**config.mk**
```make
export PLATFORM = sky130hd
export DESIGN_NAME = double_to_base64_float_unit
export DESIGN_NICKNAME = d
export VERILOG_FILES = /design/src/hw/rtl/d2b64_pkg.sv /design/src/hw/rtl/d2b64_norm.sv /design/src/hw/rtl/d2b64_round.sv /design/src/hw/rtl/double_to_base64_float_unit.sv
export SDC_FILE = /design/constraint.sdc
export NUM_CORES = 1
export LEC_CHECK = 0
export ABC_AREA = 1
export BUFFER_PORTS_ARGS = -buffer_cell sky130_fd_sc_hd__buf_4
export CORE_MARGIN = 2
export CORE_UTILIZATION = 30
export DETAILED_ROUTE_END_ITERATION = 7
export HOLD_SLACK_MARGIN = 0.03
export PLACE_DENSITY_LB_ADDON = 0.1
export SETUP_SLACK_MARGIN = 0.15
export SYNTH_ARGS = -nofsm -noshare
export SYNTH_HDL_FRONTEND = slang
export SYNTH_SLANG_ARGS = --single-unit
```
**constraint.sdc**
```tcl
create_clock -name clk -period 16.1 [get_ports clk]
set_input_delay 0.805 -clock clk [delete_from_list [all_inputs] [get_ports clk]]
set_output_delay 0.805 -clock clk [all_outputs]
set_load 0.05 [all_outputs]
```
**src/hw/rtl/d2b64_pkg.sv**
```systemverilog
// Package for the double to base-64 float converter.
// Holds status codes, field widths and the shared decode result type; no dependencies.
package d2b64_pkg;

    localparam int DigitW = 6;
    localparam int ExpW   = 9;

    localparam logic [1:0] StatusOk    = 2'd0;
    localparam logic [1:0] StatusRange = 2'd1;
    localparam logic [1:0] StatusZero  = 2'd2;
    localparam logic [1:0] StatusSpec  = 2'd3;

    localparam logic [5:0] HalfDigit = 6'd32;
    localparam logic [8:0] ExpBias   = 9'sd32;

    // Result of the front stage: normalized five-digit window and exponent.
    typedef struct packed {
        logic                     sign;
        logic [29:0]              mant;
        logic signed [ExpW-1:0]   expo;
        logic [1:0]               status;
    } front_t;

endpackage

```
**src/hw/rtl/d2b64_norm.sv**
```systemverilog
// Front logic of the converter: decodes the binary64 fields and aligns the
// significand to a five-digit base-64 window. Uses d2b64_pkg.
module d2b64_norm (
    input  logic [63:0]       double_bits,
    output d2b64_pkg::front_t front
);

    logic        sgn;
    logic [10:0] efield;
    logic [51:0] frac;
    logic [52:0] m;
    logic [5:0]  q;
    logic signed [12:0] k;
    logic signed [12:0] p;
    logic [11:0] pb;
    logic [27:0] prod;
    logic signed [12:0] fl;
    logic signed [12:0] r;
    logic signed [7:0]  s;
    logic [82:0] shl;
    logic [52:0] shr;

    assign sgn    = double_bits[63];
    assign efield = double_bits[62:52];
    assign frac   = double_bits[51:0];

    always_comb
    begin
        q = 6'd0;
        for (int i = 0; i < 53; i++)
        begin
            if (m[i])
            begin
                q = 6'(i);
            end
        end
    end

    always_comb
    begin
        if (efield == 11'd0)
        begin
            m = {1'b0, frac};
            k = -13'sd1074;
        end
        else
        begin
            m = {1'b1, frac};
            k = $signed({2'b00, efield}) - 13'sd1075;
        end
        p = k + $signed({7'd0, q});
        // Floor division by six: p+1200 keeps the operand positive and below
        // 2^12, where multiplying by 43691 and dropping 18 bits is exact.
        pb   = 12'(p + 13'sd1200);
        prod = {16'd0, pb} * 28'd43691;
        fl   = $signed({3'b000, prod[27:18]}) - 13'sd200;
        r  = p - 13'(fl * 13'sd6);
        s  = 8'(13'sd24 + r - $signed({7'd0, q}));
        shl = {30'd0, m} << s[4:0];
        shr = m >> 6'(-s);
    end

    always_comb
    begin
        front.sign = sgn;
        front.mant = (s >= 0) ? shl[29:0] : shr[29:0];
        front.expo = 9'(fl + 13'sd33);
        if (efield == 11'h7FF)
        begin
            front.status = d2b64_pkg::StatusSpec;
            front.sign   = (frac == 52'd0) ? sgn : 1'b0;
        end
        else if (efield == 11'd0 && frac == 52'd0)
        begin
            front.status = d2b64_pkg::StatusZero;
            front.sign   = 1'b0;
        end
        else
        begin
            front.status = d2b64_pkg::StatusOk;
        end
    end

endmodule

```
**src/hw/rtl/d2b64_round.sv**
```systemverilog
// Back logic of the converter: rounds on the fifth digit, renormalizes a
// carry out of the leading digit and sets the range status. Uses d2b64_pkg.
module d2b64_round (
    input  d2b64_pkg::front_t front,
    output logic        sign_o,
    output logic [23:0] digits_o,
    output logic signed [8:0] expo_o,
    output logic [1:0]  status_o
);

    logic [5:0]  d5;
    logic        inc;
    logic [24:0] top;
    logic signed [8:0] ex;

    always_comb
    begin
        d5  = front.mant[5:0];
        inc = (d5 > d2b64_pkg::HalfDigit) ||
              (d5 == d2b64_pkg::HalfDigit && !front.mant[6]);
        top = {1'b0, front.mant[29:6]} + {24'd0, inc};
        ex  = front.expo;
        if (top[24])
        begin
            top = 25'd1 << 18;
            ex  = ex + 9'sd1;
        end
        sign_o = front.sign;
        if (front.status != d2b64_pkg::StatusOk)
        begin
            digits_o = 24'd0;
            expo_o   = 9'sd0;
            status_o = front.status;
        end
        else
        begin
            digits_o = top[23:0];
            expo_o   = ex;
            status_o = (ex < 0 || ex > 9'sd63) ? d2b64_pkg::StatusRange
                                               : d2b64_pkg::StatusOk;
        end
    end

endmodule

```
**src/hw/rtl/double_to_base64_float_unit.sv**
```systemverilog
// Converts one IEEE-754 binary64 encoding per beat into a normalized base-64
// float: sign, four 6-bit digits and an excess-32 exponent with a status code.
// Each beat passes an input register, then a result register; a new beat is
// accepted every cycle unless in_stall is high; the result register holds while
// stalled and the input stage moves on whenever the result register is free or drained.
module double_to_base64_float_unit (
    input  logic        clk,
    input  logic        rst_n,
    input  logic        in_valid,
    output logic        in_stall,
    input  logic [63:0] double_bits,
    output logic        out_valid,
    input  logic        out_stall,
    output logic        sign_bit,
    output logic [5:0]  digit_first,
    output logic [5:0]  digit_second,
    output logic [5:0]  digit_third,
    output logic [5:0]  digit_fourth,
    output logic signed [8:0] biased_exponent,
    output logic [1:0]  status
);

    logic        a_valid_reg;
    logic [63:0] a_bits_reg;
    logic        move_a;
    logic        load_a;
    d2b64_pkg::front_t front;
    logic        r_sign;
    logic [23:0] r_digits;
    logic signed [8:0] r_expo;
    logic [1:0]  r_status;
    logic [23:0] digits_reg;

    assign move_a   = a_valid_reg && (!out_valid || !out_stall);
    assign in_stall = a_valid_reg && !move_a;
    assign load_a   = in_valid && !in_stall;

    d2b64_norm u_norm (
        .double_bits (a_bits_reg),
        .front       (front)
    );

    d2b64_round u_round (
        .front    (front),
        .sign_o   (r_sign),
        .digits_o (r_digits),
        .expo_o   (r_expo),
        .status_o (r_status)
    );

    always_ff @(posedge clk or negedge rst_n)
    begin
        if (!rst_n)
        begin
            a_valid_reg <= 1'b0;
            out_valid   <= 1'b0;
        end
        else
        begin
            if (load_a || move_a)
            begin
                a_valid_reg <= load_a;
            end
            if (move_a || !out_stall)
            begin
                out_valid <= move_a;
            end
        end
    end

    always_ff @(posedge clk)
    begin
        if (load_a)
        begin
            a_bits_reg <= double_bits;
        end
        if (move_a)
        begin
            sign_bit        <= r_sign;
            digits_reg      <= r_digits;
            biased_exponent <= r_expo;
            status          <= r_status;
        end
    end

    assign digit_first  = digits_reg[23:18];
    assign digit_second = digits_reg[17:12];
    assign digit_third  = digits_reg[11:6];
    assign digit_fourth = digits_reg[5:0];

endmodule

```
; Word level (Yosys, flattened, before mapping)
; Index checks and enable logic that the tools add are counted.
; W data, S select, Z words.
[totals]
word_cells = 112
regBits = 102
[op_classes]
eq_ne = 2
addsub = 11
shifts = 2
magnitude_cmp = 4
n_mux = 64
reduce_logical = 19
multipliers = 2
[op_table]
columns = op, n
row1 = $mux W6, 21
row2 = $mux W5, 16
row3 = $mux W53, 1
row4 = $shl A53 B5 Y30, 1
row5 = $shr A53 B6 Y30, 1
row6 = $logic_not A52 Y1, 1
row7 = $mux W4, 8
row8 = $mux W30, 1
row9 = $mul A12 B16 Y28 const B, 1
row10 = $add A24 B1 Y25, 1
row11 = $mux W19, 1
row12 = $add A12 B12 Y12 const B, 1
row13 = $add A12 B7 Y12, 1
row14 = $mux W12, 1
row15 = $mux W3, 4
row16 = $sub A11 B11 Y12 const B, 1
row17 = $eq A11 B11 Y1 const B, 1
row18 = $logic_not A11 Y1, 1
row19 = $mul A11 B3 Y7 const B, 1
row20 = $sub A10 B8 Y11 const B, 1
row21 = $mux W2, 5
row22 = $add A9 B2 Y9 const B, 1
row23 = $add A9 B7 Y9 const B, 1
row24 = $gt A9 B7 Y1 const B, 1
row25 = 15 further kinds, 31

; Longest topological paths before layout
; Gate-level depths: netlist of the first run.
[logic_depth]
depth_word = 74
mapped_depth = 111
ltp_nobuf = 109

; Hierarchy
; Synthesis of the first run repeated with hierarchy kept, for this count alone.
[unflattened]
hier_cells = 2072
area_unflattened_um2 = 13868.3
[modules_own_cells]
columns = module, area_per_inst_um2, cells_per_inst, n_inst
row1 = d2b64_norm, 9591.7, 1734, 1
row2 = double_to_base64_float_unit, 3098.0, 112, 1
row3 = d2b64_round, 1178.6, 226, 1

; Least setup slack after synthesis of the first run
; OpenSTA, ideal clock, no wires.
[synth_timing]
kind = reg-to-reg
from = register a_bits_reg[3]
to = register status[0] (data pin)
period_less_slack_ps = 13581
t_arrival_ps = 13326
required_time_ps = 15846
path_stages_with_launch = 87
path_buffers = 1
path_slack_ps = 2519
path_cell_list = edfxtp_1 o211ai_1 nand3_1 nand3_1 nand3_1 nand3_1 nand3_1 nand3_1 nand3_1 nand2_1 nand2_1 nand2_1 nand2_1 nand2_1 nand2_1 nand2_1 nand2_1 nand2_1 [51 not listed] o21ai_0 ha_1 ha_1 nand3_2 nor3_4 nand2_2 nor2_2 nand2_2 nor3_4 nand3_2 nor2_2 nand2_1 nor2_2 nand3_1 nor2_1 nor2_2 nor2_1 nand2_1
[synth_via]
elab_chain_len = 71
word_cells_on_any_way = 83
classes_between = 10 x add/sub / 2 x mul / 4 x order compare / 1 x eq/ne / 2 x shift / 57 x mux / 7 x reduce/logical
[synth_rtl]
columns = item, line
row1 = from (decl), double_to_base64_float_unit.sv:24  ; logic [63:0] a_bits_reg;
row2 = from (signal assigned), double_to_base64_float_unit.sv:75  ; a_bits_reg <= double_bits;
row3 = branches (longest 70 deep; another with $mux W53), --
row4 = $mux W2 *, d2b64_round.sv:29  ; if (front.status != d2b64_pkg::StatusOk)
row5 = via r_status[0], double_to_base64_float_unit.sv:31  ; logic [1:0] r_status;
row6 = to (signal assigned), double_to_base64_float_unit.sv:82  ; status <= r_status;
row7 = to (decl), double_to_base64_float_unit.sv:20  ; output logic [1:0] status
; Mark *: on every way through the listed nets, which the timed path passes.
; A chain may end at the register's enable or synchronous reset.

; Worst setup path in the final report of the first run
[layout_timing]
from = register a_bits_reg[52]
to = register status[0] (data pin)
[layout_via]
elab_chain_len = 23
word_cells_on_any_way = 37
classes_between = 11 x add/sub / 2 x mul / 4 x order compare / 2 x eq/ne / 2 x shift / 9 x mux / 7 x reduce/logical
[layout_rtl]
columns = item, line
row1 = branches (longest 22 deep; another with $mul A12 B16 Y28), --
row2 = $mux W2 *, d2b64_round.sv:29
row3 = via r_status[0], double_to_base64_float_unit.sv:31
; Marks and branches as above.

==> results of run 1 <==
==> final cells by class <==
type | instances | share of cell area [%]
multi-input combinational | 1507 | 59.0
sequential | 102 | 19.8
inverter | 308 | 7.56
timing repair buffer | 137 | 6.72
tap | 592 | 4.81
clock buffer | 9 | 1.46
clock inverter | 7 | 0.633
==> metrics by stage <==
step / utilization [%] / area, um2 / worst slack, ps
global placement: 33.7 / 14900 / 668
floorplan: - / 13500 / 2520
CTS: 34.5 / 15300 / 583
detailed placement: 33.7 / 14900 / 660
global route: 34.8 / 15400 / 145
finish: 34.8 / 15400 / 1490
==> what timing repair did <==
| action | CTS | global route |
|---|---|---|
| setup buffers | 0 | 6 |
| gates resized for setup | 0 | 22 |
| setup endpoints to repair | 0 | 34 |
| hold buffers | 0 | 0 |
==> critical path: cells and delay by family, from the launching register on <==
kind / cells / cell delay (ps)
adders and majority gates: 16 / 5890
and+or+nand+nor: 28 / 3460
AOI/OAI and AO/OA: 10 / 1800
buffers and inverters: 14 / 1380
xor gates and xnor gates: 5 / 1370
DFF: 1 / 450
==> routing by layer <==
metal,track usage (%),up-vias,share of wire [%]
met5,0,-,0
met4,4.06,0,1.3
met3,2.99,25,4.0
met2,29.2,287,42
met1,29.8,6036,53
li1,-,6697,-
==> synth_stat cells (all sizes together) (3+ instances only) <==
cell | n | share of area, %
a31oi | 17 | 0.79
fa | 52 | 7.7
nor3 | 22 | 1.0
o21ai | 272 | 10
o211ai | 10 | 0.56
buf | 21 | 0.84
nand4 | 16 | 0.79
a21oi | 65 | 2.4
nand3 | 75 | 2.9
o21bai | 7 | 0.47
o31ai | 5 | 0.31
a2111oi | 3 | 0.19
o311ai | 3 | 0.19
inv | 308 | 8.6
o21a | 6 | 0.33
mux2i | 27 | 2.0
xor2 | 32 | 2.1
a221oi | 4 | 0.26
or2 | 11 | 0.51
xnor2 | 15 | 0.97
nand2 | 544 | 15
a32oi | 5 | 0.32
edfxtp | 100 | 22
ha | 105 | 9.7
nor2 | 162 | 4.8
a211oi | 4 | 0.22
nor4 | 17 | 0.90
clkbuf | 51 | 1.4
==> worst min path at each step <==
stage | from | to | slack [ps] | cells past startpoint
after floorplan | a_valid_reg | out_valid | 430 | 2
after global placement | a_valid_reg | out_valid | 470 | 2
after detailed placement | a_valid_reg | out_valid | 490 | 2
after CTS | rst_n | a_valid_reg | 160 | 1
after global routing | rst_n | out_valid | 160 | 1
final | rst_n | a_valid_reg | 180 | 1
==> cell families (layout without fill, tap and decap cells) <==
group	after synthesis	in the layout	share of synthesized area (%)
multiplexers	27	27	2.00
flip-flops	102	102	22.6
AO/OA/AOI/OAI	423	423	17.7
other	2	2	0.0556
buffers and inverters	380	461	10.9
XOR/XNOR	47	47	3.05
AND/OR/NAND/NOR	851	851	26.3
adder cells (fa/ha/maj)	157	157	17.4
==> reports/results.txt, run 1 <==
most used cell along the critical path: inv_1
Die Y: 216 um
Synth Flop Type: edfxtp_1
CTS tree: built
critical path launch point type: flip-flop
Residual DRC: 0
first-pass GRT wire length: 70.8 mm
Tightest Pin Transition: 1130 ps
status: finished clean
CTS H-tree lvls: 3
Layout area overhead: 14.1%
Setup crit end: status[0]
Final setup viols: 0
fin nets: 2290
pin count of the biggest net entering global routing: 113
non-filler instance count after layout: 2662
flops & latches, synth: 102
Crit path largest cell delay: 550 ps
# diodes: 0
Post-synth EDFFs: 100
commonest non-fill, non-tap cell in the layout: nand2_1
Avg Vias per Cell: 4.90
drt total wl: 45.5 mm
initial antenna violation count: 0
Worst R2R End: status[0]
CP arrival: 14770 ps
worst skew pair latency: 410 ps
Mapped Area: 0.0135 mm2
GRT Total Usage: 19.6%
largest clock skew in the final design: 23.7 ps
Starting Density: 30.5%
Ys Warns: 0
reg-to-reg startpoint: a_bits_reg[52]
Hold Crit Class: in2async
register area: 0.00305 mm2
Crit Path Class: reg2reg
share of synthesized registers carrying an async set or reset: 1.96%
starting DRC count in detailed routing: 847
multi-input logic area: 0.00910 mm2
Synth Instances: 1989
Max Freq: 68.5 MHz
core area: 0.0443 mm2
max reg flops: 64
drt first pass iters: 6
Die Wd: 216 um
FILL cells: 4937
routability cong.: 0.908
RSZ-0062 raised after global routing: false
Final period util: 90.7%
Final ANT Viol Nets: 0
maxcap violations: 0
Clock Root Buffer: clkbuf_16
fraction of layout cells with a size suffix above 1: 11.3%
die area: 0.0468 mm2
cell row count: 77
Max FO, Critical Path: 8
synthesized area per cell: 6.79 um2
GRT overflow: 0
setup_tns: 0 ps
routed vias: 13000
Hold Fails Final Rpt: 0
number of cells after detailed placement: 2640
pins over their slew limit: 0
worst reg2reg path depth: 73
Worst-path clk slew: 80 ps
maximum clock insertion buffer count: 2
Clock Sinks: 102
slew margin rel.: 24.6%
HPWL after detailed placement: 38.7 mm
number of I/O pins: 106
CTS buffer count: 9
IO Port Bufs: 105
vias in the first global route: 12500
synthesized net count: 2214
routed len/inst: 17.1 um
Setup crit end kind: flip-flop
WHS: 182 ps
worst path required time: 16260 ps
Cell variety after synth: 63
post-layout min period: 14610 ps
post-synthesis sequential area ratio: 22.6%
CP startpoint: a_bits_reg[52]
Worst path slowest cell: fa_1
reg2reg setup slack: 1490 ps
most frequent cells in the layout: nand2_1 (539), inv_1 (289), o21ai_0 (250), nor2_1 (147), buf_4 (135)
Power of run 1 is left out: the tool's default activity adds up to more than one toggle a clock period on the data nets, which glitch-free logic cannot reach.
==> run 2, diff against run 1 <==
--- a/config.mk
+++ b/config.mk
@@ -11,7 +11,7 @@
 export CORE_UTILIZATION = 30
 export DETAILED_ROUTE_END_ITERATION = 7
 export HOLD_SLACK_MARGIN = 0.03
-export PLACE_DENSITY_LB_ADDON = 0.1
+export PLACE_DENSITY = 0.54
 export SETUP_SLACK_MARGIN = 0.15
 export SYNTH_ARGS = -nofsm -noshare
 export SYNTH_HDL_FRONTEND = slang
==> run 2 against run 1 <==
Effect of this change:
- via count is 0.76% lower
- fmax is 0.30% lower
- wire length is 6.6% lower
- critical endpoint unchanged
- core utilization is 0.29 points lower
- final cell count is 0.38% lower
- flip-flop and latch count stayed put
- sequential share of layout area is 0.17 points higher
- clock-buffer cell count stayed put
- non-clock buffer count is 10 lower
- first-iteration DRC count is 27% higher
- register-to-register slack worse by 40 ps
==> reports/results.txt, run 2 (synthesis results as in run 1) <==
RSZ-0062 raised after global routing: false
Die Y: 216 um (unchanged)
Clock Sinks: 102 (unchanged)
fin nets: 2280 (-0.44%)
CP top delay family: adder cells
GRT overflow: 0 (unchanged)
Finished Cell Area: 0.0153 mm2 (-0.83%)
vias in the first global route: 11900 (-4.1%)
max reg flops: 64 (unchanged)
CP arrival: 14800 ps (+30 ps)
largest clock skew in the final design: 24.4 ps (+0.668 ps)
Crit Path Class: reg2reg
drt total wl: 42.5 mm (-6.6%)
Starting Density: 30.5% (unchanged)
CTS tree: built
Setup crit end kind: flip-flop
multi-input logic area: 0.00906 mm2 (-0.43%)
Final setup viols: 0 (unchanged)
maximum clock insertion buffer count: 2 (unchanged)
setup_tns: 0 ps (unchanged)
setup ws final: 1450 ps (-44.1 ps)
Max Freq: 68.2 MHz (-0.30%)
commonest non-fill, non-tap cell in the layout: nand2_1
FILL cells: 4901 (-0.73%)
Clock Root Buffer: clkbuf_16
Avg Vias per Cell: 4.88 (-0.38%)
Crit path largest cell delay: 620 ps (+70 ps)
Die Wd: 216 um (unchanged)
Hold Fails Final Rpt: 0 (unchanged)
Final ANT Viol Nets: 0 (unchanged)
Worst-path clk slew: 90 ps (about the same)
Area after DPL: 0.0149 mm2 (-0.20%)
reg2reg setup slack: 1450 ps (-40 ps)
maxcap violations: 0 (unchanged)
routed vias: 12900 (-0.76%)
most frequent cells in the layout: nand2_1 (538), inv_1 (289), o21ai_0 (250), nor2_1 (150), buf_4 (127)
pin count of the biggest net entering global routing: 113 (unchanged)
initial antenna violation count: 0 (unchanged)
IO Port Bufs: 105 (unchanged)
cell row count: 77 (unchanged)
GRT Total Usage: 18.1% (-1.6 points)
pins over their slew limit: 0 (unchanged)
most used cell along the critical path: inv_1
worst skew pair latency: 390 ps (-20 ps)
HPWL after detailed placement: 36.2 mm (-6.6%)
core area: 0.0443 mm2 (unchanged)
status: finished clean
Post-CTS Hold Fix Bufs: 0 (unchanged)
Layout area overhead: 13.1%
number of I/O pins: 106 (unchanged)
post-layout min period: 14650 ps (+44.1 ps)
register area: 0.00305 mm2 (unchanged)
Final period util: 91.0% (+0.27 points)
die area: 0.0468 mm2 (unchanged)
# diodes: 0 (unchanged)
CTS H-tree lvls: 3 (unchanged)
Tightest Pin Transition: 1120 ps (-7.73 ps)
first-pass GRT wire length: 66.6 mm (-5.9%)
slew margin rel.: 25.1% (+0.52 points)
Max FO, Critical Path: 38 (+30)
critical path launch point type: flip-flop
dpl ws: 989 ps (+329 ps)
CTS buffer count: 9 (unchanged)
Hold Crit Class: in2async
fraction of layout cells with a size suffix above 1: 10.4% (-0.87 points)
starting DRC count in detailed routing: 1079 (+27%)
routability cong.: 0.919 (+1.1%)
drt first pass iters: 7 (+1)
routed len/inst: 16.0 um (-6.3%)
worst path required time: 16250 ps (about the same)
Residual DRC: 0 (unchanged)
Buf/Inv on CP: 14 (unchanged)
Worst path slowest cell: fa_1
[run 2: changes by cell type in the layout (fill, tap and decap cells not counted), sizes merged]
cell / delta
clkinvlp: +1
clkinv: -1
buf: -10
[run 2: final timing paths]
path	from	to	cells past startpoint
setup / recovery	a_bits_reg[52]	status[0]	67
hold / removal	rst_n	a_valid_reg	1
setup reg to reg	a_bits_reg[52]	status[0]	67
hold reg to reg	a_valid_reg	out_valid	2
max in group asynchronous	rst_n	out_valid	1
min in group clk	a_valid_reg	out_valid	2
[run 2: timing repair]
| item | 4_1_cts | 5_1_grt |
|---|---|---|
| gates resized for setup | 0 | 11 |
| endpoints found under the setup margin | 0 | 34 |
| buffers inserted | 0 | 0 |
[run 2: metal layers]
metal  wire, um  up-vias  GRT usage, %
li1           -     6677             -
met1      22100     5889          27.8
met2      17500      355          26.3
met3       2540       25          3.31
met4        427        0          2.99
met5          0        -             0
[run 2: layout make-up]
cell class	instances	share of cell area (%)
inverter	308	7.62
clock buffer	9	1.47
sequential	102	20.0
clock inverter	7	0.598
timing repair buffer	127	6.24
tap	592	4.85
multi-input combinational	1507	59.3
[run 2: stage by stage]
| step | hold WS (ps) | cells | utilization (%) |
|---|---|---|---|
| floorplan | 433 | 1989 | - |
| global placement | 473 | 2636 | 33.7 |
| detailed placement | 487 | 2636 | 33.7 |
| CTS | 160 | 2652 | 34.4 |
| global route | 158 | 2652 | 34.5 |
| finish | 180 | 2652 | 34.5 |
Power of run 2 is left out for the same reason.
==> run 3, diff against run 2 <==
--- a/config.mk
+++ b/config.mk
@@ -12,7 +12,9 @@
 export DETAILED_ROUTE_END_ITERATION = 7
 export HOLD_SLACK_MARGIN = 0.03
 export PLACE_DENSITY = 0.54
+export RECOVER_POWER = 100
 export SETUP_SLACK_MARGIN = 0.15
+export SLEW_MARGIN = 0
 export SYNTH_ARGS = -nofsm -noshare
 export SYNTH_HDL_FRONTEND = slang
 export SYNTH_SLANG_ARGS = --single-unit
==> constraint.sdc (replaced) <==
create_clock -name clk -period 16.45 [get_ports clk]
set_input_delay 0.8225 -clock clk [delete_from_list [all_inputs] [get_ports clk]]
set_output_delay 0.8225 -clock clk [all_outputs]
set_load 0.05 [all_outputs]
==> run 3 against run 2 <==
Effect of this change:
- the flow now finishes with violations (capacitance limit, slew limit)
- sequential share of layout area up 0.30 points
- worst hold slack improved by 32 ps
- critical path type unchanged
- core utilization decreased by 0.51 points
- wire length increased by 0.68%
- final cell count is essentially flat
- fmax fell by 2.7%
- die area stayed put
- clock skew up 4.9 ps
- cell area is 1.5% lower
- first-iteration DRC count increased by 1.3%
==> reports/results.txt, run 3 (synthesis results as in run 1) <==
drt total wl: 42.8 mm (+0.68%)
status: finished, violations left
initial antenna violation count: 1 (+1)
Clock Root Buffer: clkbuf_16
worst path required time: 16670 ps (+420 ps)
most frequent cells in the layout: nand2_1 (540), inv_1 (290), o21ai_0 (251), nor2_1 (153), ha_1 (104)
CTS H-tree lvls: 3 (unchanged)
FILL cells: 4915 (+0.29%)
Final period util: 91.5% (+0.52 points)
setup_tns: 0 ps (unchanged)
routed len/inst: 16.1 um (+0.72%)
pins over their slew limit: 102 (+102)
Residual DRC: 0 (unchanged)
core area: 0.0443 mm2 (unchanged)
cell row count: 77 (unchanged)
Max Freq: 66.4 MHz (-2.7%)
routability cong.: 0.909 (-1.1%)
commonest non-fill, non-tap cell in the layout: nand2_1
Clock Sinks: 102 (unchanged)
worst skew pair latency: 400 ps (about the same)
IO Port Bufs: 105 (unchanged)
starting DRC count in detailed routing: 1093 (+1.3%)
Avg Vias per Cell: 4.91 (+0.58%)
Crit path largest cell delay: 550 ps (-70 ps)
post-layout min period: 15060 ps (+404 ps)
CTS tree: built
slew margin rel.: -135% (-160 points)
maxcap violations: 2 (+2)
die area: 0.0468 mm2 (unchanged)
Worst path slowest cell: fa_1
drt first pass iters: 8 (+1)
routed vias: 13000 (+0.54%)
HPWL after detailed placement: 36.1 mm (about the same)
CP arrival: 15280 ps (+480 ps)
largest clock skew in the final design: 29.3 ps (+4.94 ps)
Crit Path Class: reg2reg
Hold Crit Class: in2async
GRT overflow: 0 (unchanged)
RSZ-0062 raised after global routing: false
Die Y: 216 um (unchanged)
first-pass GRT wire length: 67.0 mm (+0.58%)
fin nets: 2278 (-0.088%)
number of I/O pins: 106 (unchanged)
max reg flops: 64 (unchanged)
Die Wd: 216 um (unchanged)
Final setup viols: 0 (unchanged)
Final ANT Viol Nets: 0 (unchanged)
fraction of layout cells with a size suffix above 1: 7.82% (-2.6 points)
Worst-path clk slew: 90 ps (about the same)
Setup crit end kind: flip-flop
most used cell along the critical path: nand2_1
GRT Total Usage: 18.2% (+0.10 points)
pin count of the biggest net entering global routing: 113 (unchanged)
Starting Density: 30.5% (unchanged)
Max FO, Critical Path: 38 (unchanged)
failing checks: capacitance limit, slew limit
maximum clock insertion buffer count: 2 (unchanged)
vias in the first global route: 12000 (+0.82%)
CTS buffer count: 9 (unchanged)
Layout area overhead: 11.5%
critical path launch point type: flip-flop
Post-CTS Hold Fix Bufs: 0 (unchanged)
Tightest Pin Transition: 3530 ps (+2410 ps)
Hold Fails Final Rpt: 0 (unchanged)
-- run 3: repair_timing --
action                     CTS  global route
buffers inserted             0             1
setup endpoints to repair    0            34
gates resized for setup      0            10
hold endpoints to repair     0             0
-- run 3: final timing paths --
kind	startpoint	to	slack, ps	depth (start not counted)
setup / recovery	a_bits_reg[3]	biased_exponent[5]	1390	92
hold / removal	rst_n	a_valid_reg	210	1
setup reg to reg	a_bits_reg[3]	biased_exponent[5]	1390	92
hold reg to reg	a_valid_reg	out_valid	470	2
max in group asynchronous	rst_n	out_valid	16110	1
min in group clk	a_valid_reg	out_valid	470	2
-- run 3: layout make-up --
cell class	instances	area, um2	area share [%]
Tap cell	592	741	4.92
Antenna cell	1	2.50	0.0166
Clock buffer	9	225	1.50
Sequential cell	102	3050	20.3
Multi-Input combinational cell	1507	9040	60.0
Clock inverter	7	65.1	0.432
Inverter	308	1160	7.73
Timing Repair Buffer	125	773	5.13
-- run 3: through the flow --
step	area [um2]	setup slack (ps)	utilization, %	std cells	hold WS [ps]
floorplan	13500	2870	-	1989	433
global placement	14900	876	33.6	2633	474
detailed placement	14900	901	33.6	2633	485
CTS	15200	892	34.3	2649	186
global route	15100	126	34.0	2650	206
finish	15100	1390	34.0	2651	212
-- run 3: per-layer routing --
layer	up-vias	part of all wire, %	track usage [%]
li1	6678	-	-
met1	5953	52	27.8
met2	354	40	26.1
met3	31	6.5	3.55
met4	0	1.3	3.86
met5	-	0	0
-- run 3: critical path: cells and delay by family, from the launching register on --
family / cells / cell delay (ps)
compound gates: 12 / 2710
xor+xnor: 3 / 620
fa+ha+maj: 13 / 5030
buf+inv: 17 / 1930
flops: 1 / 440
simple gates: 47 / 4120
Power of run 3 is left out for the same reason.
